--- src/bba_pkg.sv ---
// Shared types, constants and helpers for the bitmap block allocator.
// No dependencies; every other file in src imports this package.
package bba_pkg;

  localparam int BYTES_W = 13;   // request size field
  localparam int IDX_W   = 8;    // index fields on the channels
  localparam int CNT_W   = 9;    // blocks changed field
  localparam int NEED_W  = 14;   // rounded-up request size and its block count
  localparam int OP_W    = 5;

  localparam logic [7:0] RESERVED_ID  = 8'd5;
  localparam int         HINT_BACKOFF = 2;

  // datapath operations issued by the controller
  localparam logic [OP_W-1:0] OP_NOP          = 5'd0;
  localparam logic [OP_W-1:0] OP_CLR_STEP     = 5'd1;
  localparam logic [OP_W-1:0] OP_LATCH        = 5'd2;
  localparam logic [OP_W-1:0] OP_FREE_START   = 5'd3;
  localparam logic [OP_W-1:0] OP_FREE_ID      = 5'd4;
  localparam logic [OP_W-1:0] OP_FREE_CLR     = 5'd5;
  localparam logic [OP_W-1:0] OP_FREE_DONE    = 5'd6;
  localparam logic [OP_W-1:0] OP_FREE_REFUSE  = 5'd7;
  localparam logic [OP_W-1:0] OP_ALLOC_REFUSE = 5'd8;
  localparam logic [OP_W-1:0] OP_SIZE         = 5'd9;
  localparam logic [OP_W-1:0] OP_SCAN_INIT    = 5'd11;
  localparam logic [OP_W-1:0] OP_RUN_RD       = 5'd12;
  localparam logic [OP_W-1:0] OP_RUN_EXT      = 5'd13;
  localparam logic [OP_W-1:0] OP_RUN_FAIL     = 5'd14;
  localparam logic [OP_W-1:0] OP_FOUND        = 5'd15;
  localparam logic [OP_W-1:0] OP_GET_LEFT     = 5'd16;
  localparam logic [OP_W-1:0] OP_GET_RIGHT    = 5'd17;
  localparam logic [OP_W-1:0] OP_TAG          = 5'd18;
  localparam logic [OP_W-1:0] OP_ALLOC_DONE   = 5'd19;
  localparam logic [OP_W-1:0] OP_PUSH         = 5'd20;

  typedef struct packed {
    logic [OP_W-1:0] op;
  } bba_cmd_t;

  typedef struct packed {
    logic clr_last;    // clearing sweep at last entry
    logic req_free;    // latched request is a free
    logic free_bad;    // free index out of range or reserved
    logic zero_bytes;  // allocate of zero bytes
    logic no_room;     // free blocks below blocks needed
    logic rd_zero;     // read entry is free
    logic run_full;    // this free entry completes the run
    logic run_edge;    // next probe would pass the map end
    logic scan_over;   // scan distance exhausted after this failure
    logic id_match;    // entry continues the run being freed
    logic tag_last;    // last entry of the run being tagged
    logic out_busy;    // result register still occupied
  } bba_status_t;

  // smallest ID above left (mod 256) that is neither 0 nor right
  function automatic logic [7:0] pick_id(input logic [7:0] left, input logic [7:0] right);
    logic [7:0] c;
    c = left + 8'd1;
    if (c == 8'd0) c = 8'd1;
    if (c == right) c = c + 8'd1;
    if (c == 8'd0) c = 8'd1;
    return c;
  endfunction

endpackage

--- src/bba_if.sv ---
// Request and response channel interfaces of the bitmap block allocator.
// Depends on bba_pkg for field widths.
interface bba_req_if import bba_pkg::*; ();
  logic               valid;
  logic               ready;
  logic               action;
  logic [BYTES_W-1:0] alloc_bytes;
  logic [IDX_W-1:0]   free_index;

  modport source (output valid, action, alloc_bytes, free_index, input ready);
  modport sink   (input valid, action, alloc_bytes, free_index, output ready);
endinterface

interface bba_rsp_if import bba_pkg::*; ();
  logic             valid;
  logic             ready;
  logic             ok;
  logic [IDX_W-1:0] start_index;
  logic [CNT_W-1:0] blocks_changed;

  modport source (output valid, ok, start_index, blocks_changed, input ready);
  modport sink   (input valid, ok, start_index, blocks_changed, output ready);
endinterface

--- src/bba_ctrl.sv ---
// Sequencing state machine of the bitmap block allocator.
// Depends on bba_pkg; drives the datapath through bba_cmd_t.
module bba_ctrl import bba_pkg::*; (
  input  logic        clk,
  input  logic        rst_n,
  input  logic        in_valid,
  output logic        in_ready,
  input  bba_status_t st,
  output bba_cmd_t    cmd
);

  localparam logic [3:0] S_CLR    = 4'd0;
  localparam logic [3:0] S_IDLE   = 4'd1;
  localparam logic [3:0] S_DECODE = 4'd2;
  localparam logic [3:0] S_FID    = 4'd3;
  localparam logic [3:0] S_FCHK   = 4'd4;
  localparam logic [3:0] S_ROOM   = 4'd6;
  localparam logic [3:0] S_SRD    = 4'd7;
  localparam logic [3:0] S_SCHK   = 4'd8;
  localparam logic [3:0] S_LEFT   = 4'd9;
  localparam logic [3:0] S_RIGHT  = 4'd10;
  localparam logic [3:0] S_TAG    = 4'd11;
  localparam logic [3:0] S_ADONE  = 4'd12;
  localparam logic [3:0] S_FIN    = 4'd13;

  logic [3:0] state_r, state_nxt;

  assign in_ready = (state_r == S_IDLE);

  always_comb begin
    state_nxt = state_r;
    cmd.op    = OP_NOP;
    case (state_r)
      S_CLR: begin
        cmd.op = OP_CLR_STEP;
        if (st.clr_last) state_nxt = S_IDLE;
      end
      S_IDLE: begin
        if (in_valid) begin
          cmd.op    = OP_LATCH;
          state_nxt = S_DECODE;
        end
      end
      S_DECODE: begin
        if (st.req_free) begin
          if (st.free_bad) begin
            cmd.op    = OP_FREE_REFUSE;
            state_nxt = S_FIN;
          end else begin
            cmd.op    = OP_FREE_START;
            state_nxt = S_FID;
          end
        end else if (st.zero_bytes) begin
          cmd.op    = OP_ALLOC_REFUSE;
          state_nxt = S_FIN;
        end else begin
          cmd.op    = OP_SIZE;
          state_nxt = S_ROOM;
        end
      end
      S_FID: begin
        if (st.rd_zero) begin
          cmd.op    = OP_FREE_REFUSE;
          state_nxt = S_FIN;
        end else begin
          cmd.op    = OP_FREE_ID;
          state_nxt = S_FCHK;
        end
      end
      S_FCHK: begin
        if (st.id_match) begin
          cmd.op = OP_FREE_CLR;
        end else begin
          cmd.op    = OP_FREE_DONE;
          state_nxt = S_FIN;
        end
      end
      S_ROOM: begin
        if (st.no_room) begin
          cmd.op    = OP_ALLOC_REFUSE;
          state_nxt = S_FIN;
        end else begin
          cmd.op    = OP_SCAN_INIT;
          state_nxt = S_SRD;
        end
      end
      S_SRD: begin
        cmd.op    = OP_RUN_RD;
        state_nxt = S_SCHK;
      end
      S_SCHK: begin
        if (st.rd_zero && st.run_full) begin
          cmd.op    = OP_FOUND;
          state_nxt = S_LEFT;
        end else if (st.rd_zero && !st.run_edge) begin
          cmd.op = OP_RUN_EXT;
        end else if (st.scan_over) begin
          cmd.op    = OP_ALLOC_REFUSE;
          state_nxt = S_FIN;
        end else begin
          cmd.op    = OP_RUN_FAIL;
          state_nxt = S_SRD;
        end
      end
      S_LEFT: begin
        cmd.op    = OP_GET_LEFT;
        state_nxt = S_RIGHT;
      end
      S_RIGHT: begin
        cmd.op    = OP_GET_RIGHT;
        state_nxt = S_TAG;
      end
      S_TAG: begin
        cmd.op = OP_TAG;
        if (st.tag_last) state_nxt = S_ADONE;
      end
      S_ADONE: begin
        cmd.op    = OP_ALLOC_DONE;
        state_nxt = S_FIN;
      end
      S_FIN: begin
        if (!st.out_busy) begin
          cmd.op    = OP_PUSH;
          state_nxt = S_IDLE;
        end
      end
      default: begin
        state_nxt = S_CLR;
      end
    endcase
  end

  always_ff @(posedge clk) begin
    if (!rst_n) begin
      state_r <= S_CLR;
    end else begin
      state_r <= state_nxt;
    end
  end

endmodule

--- src/bba_dpath.sv ---
// Datapath of the bitmap block allocator: run ID map memory, scan and run
// registers, size scaler and result registers. Depends on bba_pkg, bba_if.
module bba_dpath import bba_pkg::*; #(
  parameter int ENTRIES     = 256,
  parameter int BLOCK_BYTES = 16
) (
  input  logic               clk,
  input  logic               rst_n,
  input  bba_cmd_t           cmd,
  output bba_status_t        st,
  input  logic               in_action,
  input  logic [BYTES_W-1:0] in_alloc_bytes,
  input  logic [IDX_W-1:0]   in_free_index,
  bba_rsp_if.source          out_rsp
);

  localparam int IW   = $clog2(ENTRIES);
  localparam int CW   = $clog2(ENTRIES + 1);
  localparam int DW   = CW + 1;
  localparam int MW   = (CW > NEED_W) ? CW : NEED_W;
  localparam int XW   = (CW > IDX_W) ? CW + 1 : IDX_W + 1;
  localparam int RSV  = (ENTRIES + BLOCK_BYTES - 1) / BLOCK_BYTES;
  // reciprocal of the block size, exact for any NEED_W-bit numerator
  localparam int SH_W = NEED_W + $clog2(BLOCK_BYTES);
  localparam int PW   = 2 * NEED_W + 2;

  localparam logic [CW-1:0]     E_C    = CW'(ENTRIES);
  localparam logic [DW-1:0]     E_D    = DW'(ENTRIES);
  localparam logic [CW-1:0]     RSV_C  = CW'(RSV);
  localparam logic [NEED_W-1:0] BB_C   = NEED_W'(BLOCK_BYTES);
  localparam logic [IW-1:0]     LAST_I = IW'(ENTRIES - 1);
  localparam logic [PW-1:0]     RCP_C  =
    PW'(((1 << SH_W) + BLOCK_BYTES - 1) / BLOCK_BYTES);

  // run ID map
  logic [7:0]    run_map_r [ENTRIES];
  logic [7:0]    rd_data_r;
  logic          mem_we;
  logic [IW-1:0] mem_wa, mem_ra;
  logic [7:0]    mem_wd;

  // request and control state
  logic               action_r;
  logic [BYTES_W-1:0] bytes_r;
  logic [IDX_W-1:0]   free_idx_r;
  logic [IW-1:0]      clr_r;
  logic [IW-1:0]      hint_r;
  logic [CW-1:0]      used_r;
  logic [IW-1:0]      x_r;
  logic [CW-1:0]      y_r;
  logic [DW-1:0]      d_r;
  logic [CW-1:0]      pos_r;
  logic [7:0]         id_r, left_r;
  logic [NEED_W-1:0]  need_r;

  logic               res_ok_r;
  logic [IDX_W-1:0]   res_start_r;
  logic [CNT_W-1:0]   res_cnt_r;
  logic               out_valid_r;
  logic               out_ok_r;
  logic [IDX_W-1:0]   out_start_r;
  logic [CNT_W-1:0]   out_cnt_r;

  // derived values
  logic [NEED_W-1:0] num_w, need_calc;
  logic [PW-1:0]     prod_w;
  logic [CW-1:0]     sum_xy, sum_xy1, y_inc, free_cnt, free_blk;
  logic [DW-1:0]     d_inc, d_nxt, hint_sum, hint_wrap;
  logic [XW-1:0]     idx_x;
  logic [7:0]        right_w;

  // blocks needed = ceil(bytes / BLOCK_BYTES) by reciprocal multiply
  assign num_w     = NEED_W'(bytes_r) + (BB_C - NEED_W'(1));
  assign prod_w    = PW'(num_w) * RCP_C;
  assign need_calc = NEED_W'(prod_w >> SH_W);

  assign sum_xy   = CW'(x_r) + y_r;
  assign sum_xy1  = sum_xy + CW'(1);
  assign y_inc    = y_r + CW'(1);
  assign free_cnt = pos_r - CW'(free_idx_r);
  assign free_blk = E_C - used_r;
  assign idx_x    = XW'(free_idx_r);
  assign right_w  = (sum_xy != E_C) ? rd_data_r : 8'd0;

  // distance advance after a failed run
  always_comb begin
    if (rd_data_r == 8'd0)  d_inc = DW'(y_inc);
    else if (y_r == '0)     d_inc = DW'(1);
    else                    d_inc = DW'(y_r);
    d_nxt    = d_r + d_inc;
    hint_sum = DW'(hint_r) + d_nxt;
    if (hint_sum >= E_D) hint_sum = hint_sum - E_D;
    hint_wrap = DW'(sum_xy) + DW'(ENTRIES - HINT_BACKOFF);
    if (hint_wrap >= E_D) hint_wrap = hint_wrap - E_D;
  end

  always_comb begin
    st.clr_last   = (clr_r == LAST_I);
    st.req_free   = action_r;
    st.free_bad   = (idx_x >= XW'(ENTRIES)) || (idx_x < XW'(RSV));
    st.zero_bytes = (bytes_r == '0);
    st.no_room    = (MW'(free_blk) < MW'(need_r));
    st.rd_zero    = (rd_data_r == 8'd0);
    st.run_full   = (MW'(y_inc) == MW'(need_r));
    st.run_edge   = (sum_xy1 == E_C);
    st.scan_over  = (d_nxt >= E_D);
    st.id_match   = (pos_r != E_C) && (rd_data_r == id_r);
    st.tag_last   = ((pos_r + CW'(1)) == sum_xy);
    st.out_busy   = out_valid_r && !out_rsp.ready;
  end

  // memory port selection
  always_comb begin
    mem_we = 1'b0;
    mem_wa = pos_r[IW-1:0];
    mem_wd = 8'd0;
    mem_ra = '0;
    case (cmd.op)
      OP_CLR_STEP: begin
        mem_we = 1'b1;
        mem_wa = clr_r;
        mem_wd = (CW'(clr_r) < RSV_C) ? RESERVED_ID : 8'd0;
      end
      OP_FREE_START: mem_ra = IW'(free_idx_r);
      OP_FREE_ID:    mem_ra = pos_r[IW-1:0];
      OP_FREE_CLR: begin
        mem_we = 1'b1;
        mem_ra = IW'(pos_r + CW'(1));
      end
      OP_RUN_RD:   mem_ra = sum_xy[IW-1:0];
      OP_RUN_EXT:  mem_ra = sum_xy1[IW-1:0];
      OP_FOUND:    mem_ra = x_r - IW'(1);
      OP_GET_LEFT: mem_ra = sum_xy[IW-1:0];
      OP_TAG: begin
        mem_we = 1'b1;
        mem_wd = id_r;
      end
      default: ;
    endcase
  end

  always_ff @(posedge clk) begin
    if (mem_we) run_map_r[mem_wa] <= mem_wd;
    rd_data_r <= run_map_r[mem_ra];
  end

  // control state with reset values
  always_ff @(posedge clk) begin
    if (!rst_n) begin
      clr_r       <= '0;
      hint_r      <= IW'(RSV - 1);
      used_r      <= RSV_C;
      out_valid_r <= 1'b0;
    end else begin
      if (cmd.op == OP_PUSH) out_valid_r <= 1'b1;
      else if (out_valid_r && out_rsp.ready) out_valid_r <= 1'b0;
      case (cmd.op)
        OP_CLR_STEP:   clr_r <= clr_r + IW'(1);
        OP_FREE_DONE:  used_r <= (used_r >= free_cnt) ? used_r - free_cnt : '0;
        OP_ALLOC_DONE: begin
          used_r <= used_r + y_r;
          hint_r <= IW'(hint_wrap);
        end
        default: ;
      endcase
    end
  end

  // working registers
  always_ff @(posedge clk) begin
    case (cmd.op)
      OP_LATCH: begin
        action_r   <= in_action;
        bytes_r    <= in_alloc_bytes;
        free_idx_r <= in_free_index;
      end
      OP_FREE_START: pos_r <= CW'(free_idx_r);
      OP_FREE_ID:    id_r <= rd_data_r;
      OP_FREE_CLR:   pos_r <= pos_r + CW'(1);
      OP_FREE_DONE: begin
        res_ok_r    <= 1'b1;
        res_start_r <= free_idx_r;
        res_cnt_r   <= CNT_W'(free_cnt);
      end
      OP_FREE_REFUSE: begin
        res_ok_r    <= 1'b0;
        res_start_r <= free_idx_r;
        res_cnt_r   <= '0;
      end
      OP_ALLOC_REFUSE: begin
        res_ok_r    <= 1'b0;
        res_start_r <= '0;
        res_cnt_r   <= '0;
      end
      OP_SIZE:       need_r <= need_calc;
      OP_SCAN_INIT: begin
        d_r <= DW'(1);
        x_r <= (hint_r == LAST_I) ? '0 : hint_r + IW'(1);
        y_r <= '0;
      end
      OP_RUN_EXT, OP_FOUND: y_r <= y_inc;
      OP_RUN_FAIL: begin
        d_r <= d_nxt;
        x_r <= IW'(hint_sum);
        y_r <= '0;
      end
      OP_GET_LEFT:  left_r <= (x_r == '0) ? 8'd0 : rd_data_r;
      OP_GET_RIGHT: begin
        id_r  <= pick_id(left_r, right_w);
        pos_r <= CW'(x_r);
      end
      OP_TAG:       pos_r <= pos_r + CW'(1);
      OP_ALLOC_DONE: begin
        res_ok_r    <= 1'b1;
        res_start_r <= IDX_W'(x_r);
        res_cnt_r   <= CNT_W'(y_r);
      end
      OP_PUSH: begin
        out_ok_r    <= res_ok_r;
        out_start_r <= res_start_r;
        out_cnt_r   <= res_cnt_r;
      end
      default: ;
    endcase
  end

  assign out_rsp.valid          = out_valid_r;
  assign out_rsp.ok             = out_ok_r;
  assign out_rsp.start_index    = out_start_r;
  assign out_rsp.blocks_changed = out_cnt_r;

endmodule

--- src/bitmap_block_allocator_unit.sv ---
// Bitmap block allocator: a pool map of per-block run IDs (0 = free) with
// allocate and free requests. Depends on bba_pkg, bba_if, bba_ctrl, bba_dpath.
//
// Usage notes
//   in_req  : request channel. action 0 allocates alloc_bytes bytes, action 1
//             frees the run that starts at free_index. A request is taken when
//             valid and ready are both high; ready is high only while the unit
//             has no request in progress.
//   out_rsp : one response per request: ok, start_index, blocks_changed.
//   Reset   : synchronous, active low. After reset a clearing sweep writes the
//             map, one entry per cycle, through every entry (reserved head
//             entries get ID 5); no request is taken during the sweep.
//   Steps   : free = check, read the start entry's ID, then clear each entry of
//             the run. Allocate = size, room check, then probe run starts and
//             further entries inside a run, read both neighbours and tag each
//             entry; the block count is a reciprocal multiply. The single map
//             read port, one entry per cycle, paces the scan.
//   Stall   : the response sits in an output register; the next request is
//             accepted and worked on while it waits, and that request's result
//             holds until the register drains.
module bitmap_block_allocator_unit import bba_pkg::*; #(
  parameter int ENTRIES     = 256,
  parameter int BLOCK_BYTES = 16
) (
  input  logic      clk,
  input  logic      rst_n,
  bba_req_if.sink   in_req,
  bba_rsp_if.source out_rsp
);

  bba_cmd_t    cmd;     // operation for this cycle
  bba_status_t st;      // datapath flags back to the sequencer
  logic        ready;

  assign in_req.ready = ready;

  // sequencer: owns the request handshake and steps the datapath
  bba_ctrl u_ctrl (
    .clk      (clk),
    .rst_n    (rst_n),
    .in_valid (in_req.valid),
    .in_ready (ready),
    .st       (st),
    .cmd      (cmd)
  );

  // map memory, scan registers, size scaler and response register
  bba_dpath #(
    .ENTRIES     (ENTRIES),
    .BLOCK_BYTES (BLOCK_BYTES)
  ) u_dpath (
    .clk            (clk),
    .rst_n          (rst_n),
    .cmd            (cmd),
    .st             (st),
    .in_action      (in_req.action),
    .in_alloc_bytes (in_req.alloc_bytes),
    .in_free_index  (in_req.free_index),
    .out_rsp        (out_rsp)
  );

endmodule
--- src/flat_wrapper.sv ---
// flat-port wrapper written by rule: the top's interface ports become plain ports
module bitmap_block_allocator_unit_flat import bba_pkg::*;
#(
  parameter int ENTRIES     = 256,
  parameter int BLOCK_BYTES = 16
)
  (clk, rst_n, in_req_valid, in_req_action, in_req_alloc_bytes, in_req_free_index, in_req_ready, out_rsp_valid, out_rsp_ok, out_rsp_start_index, out_rsp_blocks_changed, out_rsp_ready);
  bba_req_if in_req_i ();
  bba_rsp_if out_rsp_i ();
  input  logic clk;
  input  logic rst_n;
  input wire logic [$bits(in_req_i.valid)-1:0] in_req_valid;
  input wire logic [$bits(in_req_i.action)-1:0] in_req_action;
  input wire logic [$bits(in_req_i.alloc_bytes)-1:0] in_req_alloc_bytes;
  input wire logic [$bits(in_req_i.free_index)-1:0] in_req_free_index;
  output wire logic [$bits(in_req_i.ready)-1:0] in_req_ready;
  output wire logic [$bits(out_rsp_i.valid)-1:0] out_rsp_valid;
  output wire logic [$bits(out_rsp_i.ok)-1:0] out_rsp_ok;
  output wire logic [$bits(out_rsp_i.start_index)-1:0] out_rsp_start_index;
  output wire logic [$bits(out_rsp_i.blocks_changed)-1:0] out_rsp_blocks_changed;
  input wire logic [$bits(out_rsp_i.ready)-1:0] out_rsp_ready;
  assign in_req_i.valid = in_req_valid;
  assign in_req_i.action = in_req_action;
  assign in_req_i.alloc_bytes = in_req_alloc_bytes;
  assign in_req_i.free_index = in_req_free_index;
  assign in_req_ready = in_req_i.ready;
  assign out_rsp_valid = out_rsp_i.valid;
  assign out_rsp_ok = out_rsp_i.ok;
  assign out_rsp_start_index = out_rsp_i.start_index;
  assign out_rsp_blocks_changed = out_rsp_i.blocks_changed;
  assign out_rsp_i.ready = out_rsp_ready;
  bitmap_block_allocator_unit #(.ENTRIES(ENTRIES), .BLOCK_BYTES(BLOCK_BYTES)) u_core (.clk(clk), .rst_n(rst_n), .in_req(in_req_i), .out_rsp(out_rsp_i));
endmodule
--- config.mk ---
export PLATFORM = sky130hd
export DESIGN_NAME = bitmap_block_allocator_unit_flat
export DESIGN_NICKNAME = d
export VERILOG_FILES = /design/src/bba_pkg.sv /design/src/bba_if.sv /design/src/bba_ctrl.sv /design/src/bba_dpath.sv /design/src/bitmap_block_allocator_unit.sv /design/src/flat_wrapper.sv
export SDC_FILE = /design/constraint.sdc
export NUM_CORES = 2
export LEC_CHECK = 0
export ABC_CLOCK_PERIOD_IN_PS = 10300
export BUFFER_PORTS_ARGS = -buffer_cell sky130_fd_sc_hd__clkbuf_2
export CORE_ASPECT_RATIO = 1.5
export CORE_MARGIN = 2
export CORE_UTILIZATION = 23
export DETAILED_ROUTE_END_ITERATION = 6
export GPL_ROUTABILITY_DRIVEN = 0
export GPL_TIMING_DRIVEN = 0
export PLACE_DENSITY_LB_ADDON = 0.05
export SLEW_MARGIN = 40
export SYNTH_ARGS = -nofsm -noshare
export SYNTH_HDL_FRONTEND = slang
export SYNTH_HIERARCHICAL = 1
export SYNTH_SLANG_ARGS = --single-unit
--- constraint.sdc ---
create_clock -name clk -period 10.3 [get_ports clk]
set_clock_uncertainty 0.15 [all_clocks]
set_input_delay 2.06 -clock clk [delete_from_list [all_inputs] [get_ports clk]]
set_output_delay 2.06 -clock clk [all_outputs]
set_load 0.03 [all_outputs]
==> summary.md <==
| Metric | Value |
|---|---|
| Result of the run | `complete, but fails checks` |
| Violated checks | `DRC, setup timing` |
| Crit start category | `flop` |
| Vias post-DR | `about 77000` |
| RSZ-0062 raised after global routing | `yes` |
| P&R area growth vs syn | `24.3%` |
| Cell area after synthesis | `slightly above 90000 µm²` |
| FF-to-FF setup slack | `-0.30 ns` |
| Iteration count of the initial detailed-routing pass | `7` |
| Die Width | `525 µm` |
| Synthesized-area fraction occupied by ao, oa, aoi and oai cells | `under 10%` |
| Number of synthesized flops with an enable pin | `2168` |
| Share of the synthesized netlist area taken by xor and xnor gates | `1.43%` |
| Max transition margin | `28.6%` |
| Post-synthesis sequential element count | `2206` |
| Clock Pin Slew Worst Setup and Hold Paths | `0.07 ns` |
| Final count of pins violating max slew | `0` |
| Async SR Flop Fraction | `0%` |
| Share of cell area taken by muxes after synthesis | `under 10%` |
| Placed standard-cell area | `approximately 110000 µm²` |
| Total leakage power | `around 36 nW` |
| Floorplan die height | `roughly 800 µm` |
| Mean number of vias per cell | `5.78` |
| Transition time at the pin with the least slew margin | `roughly 1.1 ns` |
| Clock tree from TritonCTS | `yes` |
| Type of the tightest min-delay check | `reg -> reg` |
| Post-route cell area | `116000 µm²` |
| Share of cells above drive strength 1 | `about a fifth` |
| Total number of H-tree levels | `4` |
| Final setup margin | `-0.296 ns` |
| Antenna violations before repair | `153` |
| Critical path capture point type | `flop` |
| Net count after synthesis | `7314` |
| Dominant combinational cell family by area after synthesis | `simple AND/OR/NAND/NOR gates` |
| Total negative slack | `-1.30 ns` |
| Max-Cap Viols | `0` |
| Global-route wire length before repair | `889000 µm` |
| Drt wl/cell | `approximately 55 µm` |
| Count of standard-cell rows | `286` |
| Fmax | `0.0944 GHz` |
| Worst-case vdd ir drop | `approximately 0.13 mV` |
| Starting utilization of the core area | `23.1%` |
| Clock latency of the later-clocked register in the worst-skew pair | `0.96 ns` |
| Post-synthesis cell count | `7209` |
| Power spent charging and discharging nets | `4.13 mW` |
| Critical path data arrival time | `11.29 ns` |
| Final routed wirelength across all metal layers | `731000 µm` |
| DRC violation total after the first TritonRoute iteration | `13200` |
| Part of the cycle the worst path needs | `103%` |
| Port-buffer cells | `45` |
| Sequential fraction of design power | `a little over 50%` |
| Buffers from clock root to sink, at most | `4` |
| Avg Inst Size Synth | `13.0 µm²` |
| Number of nets in the final layout | `slightly below 8000` |
| Inst Count DP | `12800` |
| Cell repeated most along the worst path | `sky130_fd_sc_hd__buf_6` |
| Number of remaining DRC errors | `2` |
| Endpoints failing hold | `0` |
| IO Pins | `46` |
| Combined flip-flop and latch cell area | `65900 µm²` |
| Number of warning messages in the yosys log | `6` |
| Internal | `approximately 15 mW` |
| Placeable core region | `roughly 400000 µm²` |
| Commonest cells after routing, fill and taps aside | `sky130_fd_sc_hd__edfxtp_1 (2168), sky130_fd_sc_hd__nand2_1 (1731), sky130_fd_sc_hd__nand3_1 (681)` |
| Overall overflow remaining after global route | `0` |
| Root cell of the clock tree | `sky130_fd_sc_hd__clkbuf_16` |
| Total clock buffers created by CTS | `between 200 and 250` |
| Sequential area share after synthesis | `70.5%` |
| Finish-stage setup viols | `8` |
| Post-route antenna net violation count | `0` |
| Clock period minus final worst setup slack | `~11 ns` |
| Die area | `approximately 410000 µm²` |
| Footprint of the multi-input gates | `26900 µm²` |
| Primary flip-flop cell chosen by synthesis mapping | `sky130_fd_sc_hd__edfxtp_1` |
| Pwr dens | `161 nW/µm²` |
| Highest-delay cell along the critical path | `sky130_fd_sc_hd__edfxtp_1` |
| Post-synthesis adder-cell area fraction | `1.11%` |
| Clock share of power | `47.4%` |
| Count of non-filler cells in the finished layout | `13400` |
| Maximum number of pins on one net before global-route repair | `46` |
| Post-synthesis cell type count | `around 110` |
| Overall global routing resource usage | `34.7%` |
| Switching share of power | `22.1%` |
| Via count of the first global-routing pass | `between 60000 and 70000` |
| Data required, critical path | `roughly 11 ns` |
| Highest cell delay on the worst timing path | `0.78 ns` |
| Category of the critical setup timing path | `reg -> reg` |
| Post-layout power | `~19 mW` |
| Proportion of power drawn by combinational gates | `0.7%` |
| DPL Wire Length | `~520000 µm` |
| Maximum fanout along the worst path | `10` |
| Clock sink count | `2206` |
| Count of fill cells added during filler insertion | `41300` |
| Commonest non-fill, non-tap cell in the layout | `sky130_fd_sc_hd__edfxtp_1` |
| Fraction of the mapped netlist area in simple logic gates | `15.1%` |
kinds of logic after synthesis:
group                      after synthesis
and+or+nand+nor                       3233
DFF                                   2206
AOI/OAI and AO/OA                      840
buffers and inverters                  534
muxes                                  168
xor gates and xnor gates               149
adders and majority gates               79
layout make-up:
class	count	area share [%]
inverter	69	0.226
sequential	2206	56.7
clock inverter	135	1.10
antenna	137	0.295
multi-input combinational	4469	23.2
timing repair buffer	272	3.86
clock buffer	297	5.39
buffer	461	3.58
tap	5328	5.74
synth_stat cells (66+ instances only):
cell type | number | area share, %
sky130_fd_sc_hd__edfxtp_1 | 2168 | 70
sky130_fd_sc_hd__nand2_1 | 1764 | 7.1
sky130_fd_sc_hd__nand3_1 | 683 | 3.7
sky130_fd_sc_hd__nor2_1 | 381 | 1.5
sky130_fd_sc_hd__buf_2 | 253 | 1.4
sky130_fd_sc_hd__a311oi_1 | 166 | 1.6
sky130_fd_sc_hd__a21oi_1 | 161 | 0.86
sky130_fd_sc_hd__and3_1 | 139 | 0.93
sky130_fd_sc_hd__clkbuf_1 | 133 | 0.53
sky130_fd_sc_hd__mux2i_1 | 104 | 1.1
sky130_fd_sc_hd__a31oi_1 | 101 | 0.68
sky130_fd_sc_hd__xnor2_1 | 99 | 0.93
sky130_fd_sc_hd__o21ai_0 | 79 | 0.42
sky130_fd_sc_hd__ha_1 | 73 | 0.98
sky130_fd_sc_hd__inv_1 | 66 | 0.26
metal layers:
layer	part of all wire, %	GRT usage, %	vias up
met5	0.014	0	-
met4	12	35.3	14
met3	8.9	8.05	2208
met2	46	55.4	6534
met1	33	37.1	40400
li1	-	-	28100
flip-flops by register name, summed over array words and instances (netlist names):
name and cells:
u_core/u_dpath/res_cnt_r 9, u_core/u_dpath/used_r 9, u_core/u_dpath/out_rsp.blocks_changed 9, u_core/u_dpath/out_rsp.start_index 8
u_core/u_dpath/bytes_r 13, u_core/u_dpath/out_rsp.ok 1, u_core/u_dpath/action_r 1, u_core/u_dpath/left_r 8
u_core/u_dpath/run_map_r 2048, u_core/u_dpath/free_idx_r 8, u_core/u_dpath/need_r 10, u_core/u_dpath/pos_r 9
u_core/u_dpath/res_ok_r 1, u_core/u_dpath/hint_r 8, u_core/u_dpath/clr_r 8, u_core/u_ctrl/state_r 4
u_core/u_dpath/y_r 9, u_core/u_dpath/rd_data_r 8, u_core/u_dpath/d_r 10, u_core/u_dpath/res_start_r 8
u_core/u_dpath/id_r 8, u_core/u_dpath/out_rsp.valid 1, u_core/u_dpath/x_r 8
per-stage QoR:
stage	util, %	worst slack (ns)	hold WS (ns)
4_1_cts	28.5	-0.119	0.268
3_5_place_dp	26.4	-2.94	0.255
3_3_place_gp	24.8	-9.16	0.251
5_1_grt	28.7	-0.123	0.276
2_1_floorplan	-	1.48	0.250
6_report	28.7	-0.296	0.262
critical path: cells and delay by family (launching register included):
family          cells  cell delay (ns)
buf+inv            12             3.03
compound gates     13             2.72
simple gates        9             2.30
flops               1             0.78
fa+ha+maj           1             0.44
xor+xnor            1             0.41
mux                 1             0.40
power by group through the flow:
stage               Sequential [mW]  Clock, mW  Combinational [mW]
finish                         9.72       8.87               0.137
global route                   9.72       9.23               0.132
CTS                            9.72       8.96               0.128
detailed placement             9.92          0               0.127
global placement               9.92          0               0.112
floorplan                      9.91          0              0.0384
timing repair:
action,in CTS,in global routing
hold buffers,0,0
resized for setup,287,132
pin swaps,10,10
gates cloned,0,0
setup endpoints to repair,16,8
buffers inserted,18,7
final timing paths:
kind,from,to,depth (start not counted)
worst max register to register,u_core/u_dpath/y_r[3]$_SDFFCE_PP0P_,u_core/u_dpath/rd_data_r[4]$_DFF_P_,37
worst min register to register,u_core/u_dpath/res_start_r[5]$_DFFE_PP_,u_core/u_dpath/out_rsp.start_index[5]$_DFFE_PP_,0
worst max-delay path,u_core/u_dpath/y_r[3]$_SDFFCE_PP0P_,u_core/u_dpath/rd_data_r[4]$_DFF_P_,37
worst min-delay path,u_core/u_dpath/res_start_r[5]$_DFFE_PP_,u_core/u_dpath/out_rsp.start_index[5]$_DFFE_PP_,0
Note: power is estimated with default switching activity, not from simulation.
